File: config.mk
export PLATFORM = sky130hd
export DESIGN_NAME = lidar_frame_parser
export DESIGN_NICKNAME = d
export VERILOG_FILES = /design/src/hdl/lfp_pkg.sv /design/src/hdl/lidar_frame_parser.sv /design/src/hdl/lfp_front.sv /design/src/hdl/lfp_queue.sv /design/src/hdl/lfp_back.sv
export SDC_FILE = /design/constraint.sdc
export NUM_CORES = 1
export LEC_CHECK = 0
export ABC_AREA = 1
export BUFFER_PORTS_ARGS = -buffer_cell sky130_fd_sc_hd__buf_4
export CORE_MARGIN = 1
export CORE_UTILIZATION = 45
export CTS_BUF_LIST = sky130_fd_sc_hd__clkbuf_4
export DETAILED_ROUTE_END_ITERATION = 16
export PLACE_DENSITY = 0.72
export SLEW_MARGIN = 40
export SYNTH_ARGS = -nofsm -noshare
export SYNTH_HDL_FRONTEND = slang
export SYNTH_HIERARCHICAL = 1
export SYNTH_SLANG_ARGS = --single-unit
File: constraint.sdc
create_clock -name clk_i -period 6 [get_ports clk_i]
set_clock_uncertainty 0.2 [all_clocks]
set_input_delay 0.3 -clock clk_i [delete_from_list [all_inputs] [get_ports clk_i]]
set_output_delay 0.3 -clock clk_i [all_outputs]
set_load 0.1 [all_outputs]
File: src/hdl/lfp_pkg.sv
// Shared types and constants for the lidar frame parser.
// Used by the front end, the record queue, the back end and the top level.
// No dependencies.
package lfp_pkg;

  // Configuration register indexes.
  localparam logic [0:0] CFG_HEADER = 1'b0;
  localparam logic [0:0] CFG_WEAK   = 1'b1;

  // Reset values of the configuration registers.
  localparam logic [7:0] HEADER_RESET = 8'd89;
  localparam logic [6:0] WEAK_RESET   = 7'd20;

  // Result status codes.
  localparam logic [1:0] STATUS_BAD  = 2'd0;
  localparam logic [1:0] STATUS_WEAK = 2'd1;
  localparam logic [1:0] STATUS_GOOD = 2'd2;

  // Strength ceiling.
  localparam logic [15:0] STRENGTH_CAP = 16'd100;

  // Record queue between front and back end.
  localparam int unsigned QUEUE_DEPTH = 2;
  localparam int unsigned QPTR_W      = $clog2(QUEUE_DEPTH);
  localparam int unsigned QCNT_W      = $clog2(QUEUE_DEPTH + 1);

  // One finished frame as handed from the front end to the back end.
  typedef struct packed {
    logic        sum_ok;
    logic [15:0] distance_raw;
    logic [15:0] strength_raw;
  } lfp_rec_t;

  // Parser phase, one-hot.
  typedef enum logic [2:0] {
    PH_HUNT1 = 3'b001,
    PH_HUNT2 = 3'b010,
    PH_BODY  = 3'b100
  } lfp_phase_e;

endpackage

File: src/hdl/lidar_frame_parser.sv
// Lidar frame parser: one received byte per transfer, one result per frame.
// Throughput: one byte per cycle; the input stalls only while the two-entry
// record queue is full. A finished frame's record enters the queue when the last
// byte of its frame is accepted, then moves into the output register once that is free.
// Reset (rst_ni, asynchronous, active low) returns the parser to header hunt,
// empties the queue and output register and restores the register defaults.
module lidar_frame_parser import lfp_pkg::*; #(
  parameter int unsigned FRAME_BYTES = 9
) (
  input  logic        clk_i,
  input  logic        rst_ni,
  // Received byte stream. tdata: rx_byte [7:0].
  input  logic        s_axis_tvalid_i,
  output logic        s_axis_tready_o,
  input  logic [7:0]  s_axis_tdata_i,
  // Results. tdata: range_mm [19:0], strength_pct [26:20], status [28:27], zero [31:29].
  output logic        m_axis_tvalid_o,
  input  logic        m_axis_tready_i,
  output logic [31:0] m_axis_tdata_o,
  // Configuration writes.
  input  logic        cfg_we_i,
  input  logic [0:0]  cfg_idx_i,
  input  logic [7:0]  cfg_data_i
);

  logic [7:0] header_value_q;
  logic [6:0] weak_limit_q;
  logic       byte_accept;
  logic       push, q_full, q_empty, pop;
  lfp_rec_t   rec_in, rec_out;

  // Configuration registers.
  always_ff @(posedge clk_i or negedge rst_ni) begin
    if (!rst_ni) begin
      header_value_q <= HEADER_RESET;
      weak_limit_q   <= WEAK_RESET;
    end else if (cfg_we_i) begin
      case (cfg_idx_i)
        CFG_HEADER: header_value_q <= cfg_data_i;
        CFG_WEAK:   weak_limit_q   <= cfg_data_i[6:0];
        default:    header_value_q <= header_value_q;
      endcase
    end
  end

  assign s_axis_tready_o = !q_full;
  assign byte_accept     = s_axis_tvalid_i && s_axis_tready_o;

  lfp_front #(
    .FRAME_BYTES(FRAME_BYTES)
  ) u_front (
    .clk_i          (clk_i),
    .rst_ni         (rst_ni),
    .byte_valid_i   (byte_accept),
    .byte_i         (s_axis_tdata_i),
    .header_value_i (header_value_q),
    .rec_valid_o    (push),
    .rec_o          (rec_in)
  );

  lfp_queue u_queue (
    .clk_i   (clk_i),
    .rst_ni  (rst_ni),
    .push_i  (push),
    .rec_i   (rec_in),
    .full_o  (q_full),
    .pop_i   (pop),
    .empty_o (q_empty),
    .rec_o   (rec_out)
  );

  lfp_back u_back (
    .clk_i           (clk_i),
    .rst_ni          (rst_ni),
    .rec_valid_i     (!q_empty),
    .rec_i           (rec_out),
    .rec_pop_o       (pop),
    .weak_limit_i    (weak_limit_q),
    .m_axis_tvalid_o (m_axis_tvalid_o),
    .m_axis_tready_i (m_axis_tready_i),
    .m_axis_tdata_o  (m_axis_tdata_o)
  );

  a_ready_when_room: assert property (@(posedge clk_i) disable iff (!rst_ni)
    q_empty |-> s_axis_tready_o)
    else $error("input stalled with an empty record queue");

endmodule

File: src/hdl/lfp_front.sv
// Front end of the lidar frame parser: header hunt, body capture and checksum.
// Emits one record per completed frame. Depends on lfp_pkg.
module lfp_front import lfp_pkg::*; #(
  parameter int unsigned FRAME_BYTES = 9
) (
  input  logic       clk_i,
  input  logic       rst_ni,
  input  logic       byte_valid_i,
  input  logic [7:0] byte_i,
  input  logic [7:0] header_value_i,
  output logic       rec_valid_o,
  output lfp_rec_t   rec_o
);

  localparam int unsigned IdxW = $clog2(FRAME_BYTES);
  localparam logic [IdxW-1:0] LastIdx = IdxW'(FRAME_BYTES - 1);

  lfp_phase_e     phase_q, phase_d;
  logic [IdxW-1:0] idx_q, idx_d;
  logic [7:0]      sum_q, sum_d;
  logic [15:0]     dist_q, dist_d;
  logic [15:0]     str_q, str_d;
  logic            is_header;

  assign is_header = (byte_i == header_value_i);

  // Next-state logic for one accepted byte.
  always_comb begin
    phase_d     = phase_q;
    idx_d       = idx_q;
    sum_d       = sum_q;
    dist_d      = dist_q;
    str_d       = str_q;
    rec_valid_o = 1'b0;
    if (byte_valid_i) begin
      case (phase_q)
        PH_HUNT2: begin
          if (is_header) begin
            sum_d   = sum_q + byte_i;
            idx_d   = IdxW'(2);
            phase_d = PH_BODY;
          end else begin
            phase_d = PH_HUNT1;
            idx_d   = '0;
            sum_d   = '0;
          end
        end
        PH_BODY: begin
          if (idx_q < LastIdx) begin
            if (idx_q == IdxW'(2)) dist_d[7:0]  = byte_i;
            if (idx_q == IdxW'(3)) dist_d[15:8] = byte_i;
            if (idx_q == IdxW'(4)) str_d[7:0]   = byte_i;
            if (idx_q == IdxW'(5)) str_d[15:8]  = byte_i;
            sum_d = sum_q + byte_i;
            idx_d = idx_q + 1'b1;
          end else begin
            rec_valid_o = 1'b1;
            phase_d     = PH_HUNT1;
            idx_d       = '0;
            sum_d       = '0;
          end
        end
        default: begin
          if (is_header) begin
            sum_d   = byte_i;
            idx_d   = IdxW'(1);
            phase_d = PH_HUNT2;
          end else begin
            phase_d = PH_HUNT1;
            idx_d   = '0;
            sum_d   = '0;
          end
        end
      endcase
    end
  end

  // Record contents are valid only together with rec_valid_o.
  assign rec_o.sum_ok       = (byte_i == sum_q);
  assign rec_o.distance_raw = dist_q;
  assign rec_o.strength_raw = str_q;

  // Control state.
  always_ff @(posedge clk_i or negedge rst_ni) begin
    if (!rst_ni) begin
      phase_q <= PH_HUNT1;
      idx_q   <= '0;
      sum_q   <= '0;
    end else begin
      phase_q <= phase_d;
      idx_q   <= idx_d;
      sum_q   <= sum_d;
    end
  end

  // Captured fields need no reset.
  always_ff @(posedge clk_i) begin
    dist_q <= dist_d;
    str_q  <= str_d;
  end

  a_rec_in_body: assert property (@(posedge clk_i) disable iff (!rst_ni)
    rec_valid_o |-> (phase_q == PH_BODY && idx_q == LastIdx))
    else $error("record emitted outside the last body byte");

  a_hunt_idx: assert property (@(posedge clk_i) disable iff (!rst_ni)
    (phase_q == PH_HUNT1) |-> (idx_q == '0 && sum_q == '0))
    else $error("index or sum not cleared while hunting");

endmodule

File: src/hdl/lfp_queue.sv
// Short record queue that decouples the parser front end from the back end.
// Depends on lfp_pkg.
module lfp_queue import lfp_pkg::*; (
  input  logic     clk_i,
  input  logic     rst_ni,
  input  logic     push_i,
  input  lfp_rec_t rec_i,
  output logic     full_o,
  input  logic     pop_i,
  output logic     empty_o,
  output lfp_rec_t rec_o
);

  lfp_rec_t          mem_q [QUEUE_DEPTH];
  logic [QPTR_W-1:0] wr_ptr_q, rd_ptr_q;
  logic [QCNT_W-1:0] count_q;
  logic              do_push, do_pop;

  assign full_o  = (count_q == QCNT_W'(QUEUE_DEPTH));
  assign empty_o = (count_q == '0);
  assign do_push = push_i && !full_o;
  assign do_pop  = pop_i && !empty_o;
  assign rec_o   = mem_q[rd_ptr_q];

  // Pointers and fill count.
  always_ff @(posedge clk_i or negedge rst_ni) begin
    if (!rst_ni) begin
      wr_ptr_q <= '0;
      rd_ptr_q <= '0;
      count_q  <= '0;
    end else begin
      if (do_push) wr_ptr_q <= wr_ptr_q + 1'b1;
      if (do_pop)  rd_ptr_q <= rd_ptr_q + 1'b1;
      case ({do_push, do_pop})
        2'b10:   count_q <= count_q + 1'b1;
        2'b01:   count_q <= count_q - 1'b1;
        default: count_q <= count_q;
      endcase
    end
  end

  // Entry storage.
  always_ff @(posedge clk_i) begin
    if (do_push) mem_q[wr_ptr_q] <= rec_i;
  end

  a_no_overflow: assert property (@(posedge clk_i) disable iff (!rst_ni)
    push_i |-> !full_o)
    else $error("record pushed into a full queue");

  a_count_range: assert property (@(posedge clk_i) disable iff (!rst_ni)
    count_q <= QCNT_W'(QUEUE_DEPTH))
    else $error("queue fill count out of range");

endmodule

File: src/hdl/lfp_back.sv
// Back end of the lidar frame parser: scales distance, clamps strength,
// grades the status and holds the result in the output register. Depends on lfp_pkg.
module lfp_back import lfp_pkg::*; (
  input  logic        clk_i,
  input  logic        rst_ni,
  input  logic        rec_valid_i,
  input  lfp_rec_t    rec_i,
  output logic        rec_pop_o,
  input  logic [6:0]  weak_limit_i,
  output logic        m_axis_tvalid_o,
  input  logic        m_axis_tready_i,
  output logic [31:0] m_axis_tdata_o
);

  logic        out_valid_q;
  logic [19:0] dist_q, dist_d;
  logic [6:0]  str_q, str_d;
  logic [1:0]  status_q, status_d;
  logic [6:0]  str_clamped;
  logic [19:0] dist_mm;

  // Distance in mm is cm times ten, done as two shifts and an add.
  assign dist_mm     = {1'b0, rec_i.distance_raw, 3'b000} + {3'b000, rec_i.distance_raw, 1'b0};
  assign str_clamped = (rec_i.strength_raw > STRENGTH_CAP) ? STRENGTH_CAP[6:0]
                                                           : rec_i.strength_raw[6:0];

  // Result fields; a failed checksum reports zeros.
  always_comb begin
    if (rec_i.sum_ok) begin
      dist_d   = dist_mm;
      str_d    = str_clamped;
      status_d = (str_clamped < weak_limit_i) ? STATUS_WEAK : STATUS_GOOD;
    end else begin
      dist_d   = '0;
      str_d    = '0;
      status_d = STATUS_BAD;
    end
  end

  // Take the next record once the output register is free or being emptied.
  assign rec_pop_o = rec_valid_i && (!out_valid_q || m_axis_tready_i);

  always_ff @(posedge clk_i or negedge rst_ni) begin
    if (!rst_ni) begin
      out_valid_q <= 1'b0;
    end else if (rec_pop_o) begin
      out_valid_q <= 1'b1;
    end else if (m_axis_tready_i) begin
      out_valid_q <= 1'b0;
    end
  end

  always_ff @(posedge clk_i) begin
    if (rec_pop_o) begin
      dist_q   <= dist_d;
      str_q    <= str_d;
      status_q <= status_d;
    end
  end

  assign m_axis_tvalid_o = out_valid_q;
  assign m_axis_tdata_o  = {3'b000, status_q, str_q, dist_q};

  a_bad_is_zero: assert property (@(posedge clk_i) disable iff (!rst_ni)
    (out_valid_q && status_q == STATUS_BAD) |-> (dist_q == '0 && str_q == '0))
    else $error("failed frame carries non-zero fields");

  a_status_code: assert property (@(posedge clk_i) disable iff (!rst_ni)
    out_valid_q |-> (status_q == STATUS_BAD || status_q == STATUS_WEAK
                     || status_q == STATUS_GOOD))
    else $error("unused status code on the output");

endmodule

### Word-level counts from Yosys, hierarchy flattened

Memories as Yosys holds them, arrays and structs flattened.
Index checks and enable logic that the tools add are counted.

* muxes and demuxes: 22
* magnitude comparators: 3
* reduce and logical (&&, ||, !) cells: 18
* $add $sub $neg: 7
* eq/ne operators: 12
* bitwise gates (word level): 1

Operator list (number)
* 2-to-1 mux 8 bit: 3
* adder 19 x 17 -> 20 bit: 1
* == test 8 bit: 2
* > comparator 16 x 7 -> 1 bit, second input constant: 1
* one-hot mux 8 bit (2 select lines): 1
* AND reduction 4 bit: 4
* adder 8 bit: 1
* == test 4 x 2 -> 1 bit, second input constant: 2
* == test 4 x 3 -> 1 bit, second input constant: 2
* 2-to-1 mux 1 bit: 8
* one-hot mux 4 bit (2 select lines): 1
* < comparator 7 bit: 1
* 2-to-1 mux 7 bit: 1
* 2-to-1 mux 2 bit: 3
* 2-to-1 mux 3 bit: 2
* one-hot mux 3 bit (2 select lines): 1
* AND reduction 2 bit: 3
* adder 4 x 1 -> 4 bit, second input constant: 1
* == test 2 bit, second input constant: 2
* logical AND 1 bit: 4
* < comparator 4 bit, second input constant: 1
* 2-to-1 mux 4 bit: 1
* one-hot mux 2 bit (2 select lines): 1
* nonzero test 2 bit: 2
* 11 further kinds: 14

* input bits: 22
* memory bits (writable): 66
* memories: 1
* bits in registers: 96
* output and inout bits: 34
* word-level logic and storage cells: 80

Memory list
* u_queue.mem_q: words 2, width 33, read ports 1, clocked after memory_dff 0, write ports 1, line lfp_queue.sv:14 `lfp_rec_t mem_q [QUEUE_DEPTH];`

### Longest topological paths before layout

* depth in word-level cells: 7
* depth in mapped cells: 18
* gate-level depth less buffers: 16

### Modules after synthesis

Netlist, hierarchy kept.

By module, submodules not included
* lfp_queue: sequential area each 2082.0 um^2, instances 1, cells an instance 205, area each 2665.1 um^2
* lfp_front: sequential area each 1337.5 um^2, instances 1, cells an instance 247, area each 2362.3 um^2
* lfp_back: sequential area each 865.8 um^2, instances 1, cells an instance 268, area each 2164.6 um^2
* lidar_frame_parser: sequential area each 382.9 um^2, instances 1, cells an instance 70, area each 669.4 um^2

### Worst setup path before layout

No wires, ideal clock.

* kind: reg-to-reg
* start: reg u_back.out_valid_q, in the netlist u_back/m_axis_tvalid_o
* end: reg u_queue.count_q[1]
* data arrival time: 3070 ps
* path slack: 2613 ps
* library setup time: 117 ps
* period minus slack after synthesis: 3387 ps
* required time: 5683 ps
* path buffers: 0
* stages on the path, launching flop included: 9
* path through: dfrtp_1 > a21oi_1 > nand2_2 > inv_1 > ha_1 > inv_1 > nand3_1 > nand2_1 > nand2_1

* cells in the longest elaborated chain, start to end: 6
* elaborated cells on any way between the ends: 8
* classes of those cells: eq/ne: 2; mux: 1; reduce/logical: 5

Ends and longest elaborated chain
* start: declaration: line lfp_back.sv:15 `logic out_valid_q;`
* start signal: assignment: line lfp_back.sv:45 `out_valid_q <= 1'b0;`
* start signal: assignment: line lfp_back.sv:47 `out_valid_q <= 1'b1;`
* start signal: assignment: line lfp_back.sv:49 `out_valid_q <= 1'b0;`
* logical NOT 1 bit (*): line lfp_back.sv:41 `assign rec_pop_o = rec_valid_i && (!out_valid_q || m_axis_tready_i);`
* logical OR 1 bit (*): line lfp_back.sv:41
* logical AND 1 bit (*): line lfp_back.sv:41
* named net pop: line lidar_frame_parser.sv:29 `logic push, q_full, q_empty, pop;`
* logical AND 1 bit (*): line lfp_queue.sv:22 `assign do_pop = pop_i && !empty_o;`
* named net u_queue.do_pop: line lfp_queue.sv:17 `logic do_push, do_pop;`
* == test 2 x 1 -> 1 bit or == test 2 bit (tied branches): line lfp_queue.sv:34 `case ({do_push, do_pop})`
* one-hot mux 2 bit (2 select lines) or nonzero test 2 bit (tied branches)
* end signal: assignment: line lfp_queue.sv:35 `2'b10: count_q <= count_q + 1'b1;`
* end signal: assignment: line lfp_queue.sv:36 `2'b01: count_q <= count_q - 1'b1;`
* end signal: assignment: line lfp_queue.sv:37 `default: count_q <= count_q;`
* end: declaration: line lfp_queue.sv:16 `logic [QCNT_W-1:0] count_q;`

The timed path passes the listed nets; every way through them passes the cells marked *.
A chain may end at the register's enable or synchronous reset.

==> results.toml <==
[drt]
viasPerCell = 4.89
drt_iter0_drc = 316
routed_wl_mm = 15.4
drc = 0
vias = 5484
ant_nets = 0
first_pass_iters = 4
wl_per_cell_um = 13.7

[final_layout]
fin_nets = 944
drive_above_1_share_pct = 15.3
area_growth_pct = 15.6
fin_cells = 1121
fillCellCount = 1480
fin_util_pct = 54.0
insertedDiodeCount = 0

[sta]
worst_slew_pin_slew_ns = 0.773
timing.fmax_mhz = 345
setup-violations-final = 0
fin_crit_sh_pct = 48.3
fin_setup_tns_ns = 0
rsz0062_at_grt = "false"
maxSlewHeadroom_pct = 48.3
hold_viol = 0
layout_min_cycle_time_ns = 2.90
slew_viol_final = 0

[yosys]
ys_top_cells_by_area = "edfxtp_1, nand2_1, dfrtp_1, ha_1, inv_1"
yosys_warnings = 6
ys_seq_area_share_pct = 59.4
synth_top_area_cell = "edfxtp_1"
postSynthAreaPerCell_um2 = 9.95
synth.top_cell.area_share_pct = 48.1
synth-edff-count = 126
yosysMostFrequentCell = "nand2_1"
synth_common_cells = "nand2_1, edfxtp_1, inv_1, nor2_1, nand3_1"
netlist_area_um2 = 7860
synth_flop_cell = "edfxtp_1"
async_flop_share_pct = 21.7
synth_cell_types = 47
netlist_instances = 790
synth_seq_cells = 161

[setup_path]
path_class = "register to register"
crit_path_start_kind = "register"
crit_path_max_fanout = 34
end_kind = "register"
required_ns = 6.10
arrival_ns = 3.00

[power_and_ir_drop]
peakVddDrop_mv = 0.115
pwr_density_cell_nw_per_um2 = 224
power_leakage_nw = 4.11

[global_routing]
antenna_found_initial = 0
grt_overflow_total = 0
grt_max_degree = 35
grt_pass1_wl_mm = 25.4
track_usage_pct = 18.3
first_global_vias = 5463

[clocking]
cts_setup_buffers = 0
path_clk_slew_ns = 0.13
clock_latency_ns = 0.54
clockBufferDepth = 2
cts_tree = "built"
cts_hold_buf = 36
cts-htree-levels = 4
clock_sinks = 161
numCtsBuffers = 17
post_cts_resized = 0
cts-root-buf = "clkbuf_4"

[floorplanning]
io_pins = 56
die_w_um = 134
die_h_um = 134
start_util_pct = 46.7
die-area_um2 = 18000
rows = 47
fp.coreArea_um2 = 16800

[placement]
io_buffers = 51
place_hpwl_mm = 10.1
gp_congestion = 0.887
dp.cells = 1053

[hold_path]
hold_path_class = "input pin to register"

[flow_run]
drv_cap = 0

[run_status]
status = "complete, no violations"
flip-flops by register name (all words and copies together), names as in the netlist:
signal,cells
u_front/idx_q,4
header_value_q,8
u_back/str_q,7
u_queue/count_q,2
u_front/str_q,16
u_back/m_axis_tvalid_o,1
u_back/status_q,2
u_front/sum_q,8
u_back/dist_q,19
weak_limit_q,7
u_queue/mem_q,66
u_front/dist_q,16
u_queue/rd_ptr_q,1
u_queue/wr_ptr_q,1
u_front/phase_q,3
power by group:
part / internal, W / switching, W
sequential: 0.00121 / 0.0000113
combinational: 0.0000580 / 0.0000864
clock: 0.000293 / 0.000374
total: 0.00156 / 0.000472
cells in the final DEF, fill, tap and decap left out, types with 2 or more instances in the layout:
cell,Yosys,layout
dfstp_2,7,7
inv_6,1,4
nand2_4,3,3
nor3b_1,2,2
nand4_1,6,6
or2_1,3,3
nor4_1,2,2
o21ai_1,3,3
ha_1,32,32
a21oi_1,29,28
nor3_1,5,4
dfrtp_1,28,28
conb_1,1,4
inv_1,92,92
clkinv_2,0,5
nand3_2,7,7
clkbuf_4,0,18
bufinv_16,0,3
nand2_2,8,8
nand3_1,44,44
dlygate4sd3_1,0,36
nor2_2,2,3
inv_2,6,6
xor2_1,6,6
nor2_4,2,2
a21o_1,3,3
nand2_1,269,269
fa_1,2,2
edfxtp_1,126,126
buf_4,7,59
clkinv_1,1,2
xnor2_1,2,2
a21oi_2,4,4
nor2_1,49,48
a31oi_1,2,2
o21ai_0,13,13
metrics by stage:
step           hold WS, ns  area [µm²]  power (W)  worst slack [ns]
2_1_floorplan       -0.196        7870    0.00133              2.61
3_3_place_gp        0.0825        8420    0.00136              3.19
3_5_place_dp        0.0905        8430    0.00137              3.10
4_1_cts             0.0585        9090    0.00206              3.08
5_1_grt             0.0862        9090    0.00212              2.78
6_report             0.131        9090    0.00203              3.10
logic make-up after synthesis:
| group | Yosys count | synth area share, % |
|---|---|---|
| DFF | 161 | 59.4 |
| buffers and inverters | 120 | 7.21 |
| adders and majority gates | 34 | 5.60 |
| AOI/OAI and AO/OA | 61 | 4.46 |
| xor gates and xnor gates | 8 | 0.891 |
| and+or+nand+nor | 405 | 22.4 |
| other | 1 | 0.0477 |
cell type report:
class / count / area [µm²] / share of cell area, %
clock inverters: 14 / 161 / 1.78
well taps: 220 / 275 / 3.03
clock buffers: 18 / 135 / 1.49
flip-flops and latches: 161 / 4670 / 51.4
repair buffers: 95 / 803 / 8.84
inverters: 101 / 387 / 4.26
multi-input cells: 512 / 2660 / 29.2
layer usage:
layer | global-route usage, % | wire length [µm]
met4 | 6.18 | 158
met2 | 32.3 | 7780
met3 | 4.46 | 692
met5 | 0 | 0
met1 | 21.8 | 6730
worst max-delay path, cell delays in order (launching register included):
cell and delay, ns:
dfrtp_1 0.43, buf_4 0.26, nand2_1 0.10, nand2_1 0.05
nor2_1 0.09, nand3_1 0.09, nor2_1 0.15, nand2_1 0.19
or2_1 0.28, ha_1 0.30, nand2_1 0.09, nor2_1 0.05
a211oi_1 0.26, a21oi_1 0.11
path summary, 6_finish.rpt:
check	slack (ns)	from	endpoint	cells past startpoint
max in group asynchronous	3.83	rst_ni	weak_limit_q[1]	4
setup reg to reg	3.10	u_queue/rd_ptr_q	u_back/status_q[1]	13
setup / recovery	3.10	u_queue/rd_ptr_q	u_back/status_q[1]	13
min in group asynchronous	0.54	rst_ni	header_value_q[5]	3
hold / removal	0.13	s_axis_tvalid_i	u_front/sum_q[0]	6
hold reg to reg	0.26	u_front/str_q[5]	u_queue/mem_q[1][5]	0
Note: power is estimated with default switching activity, not from simulation.
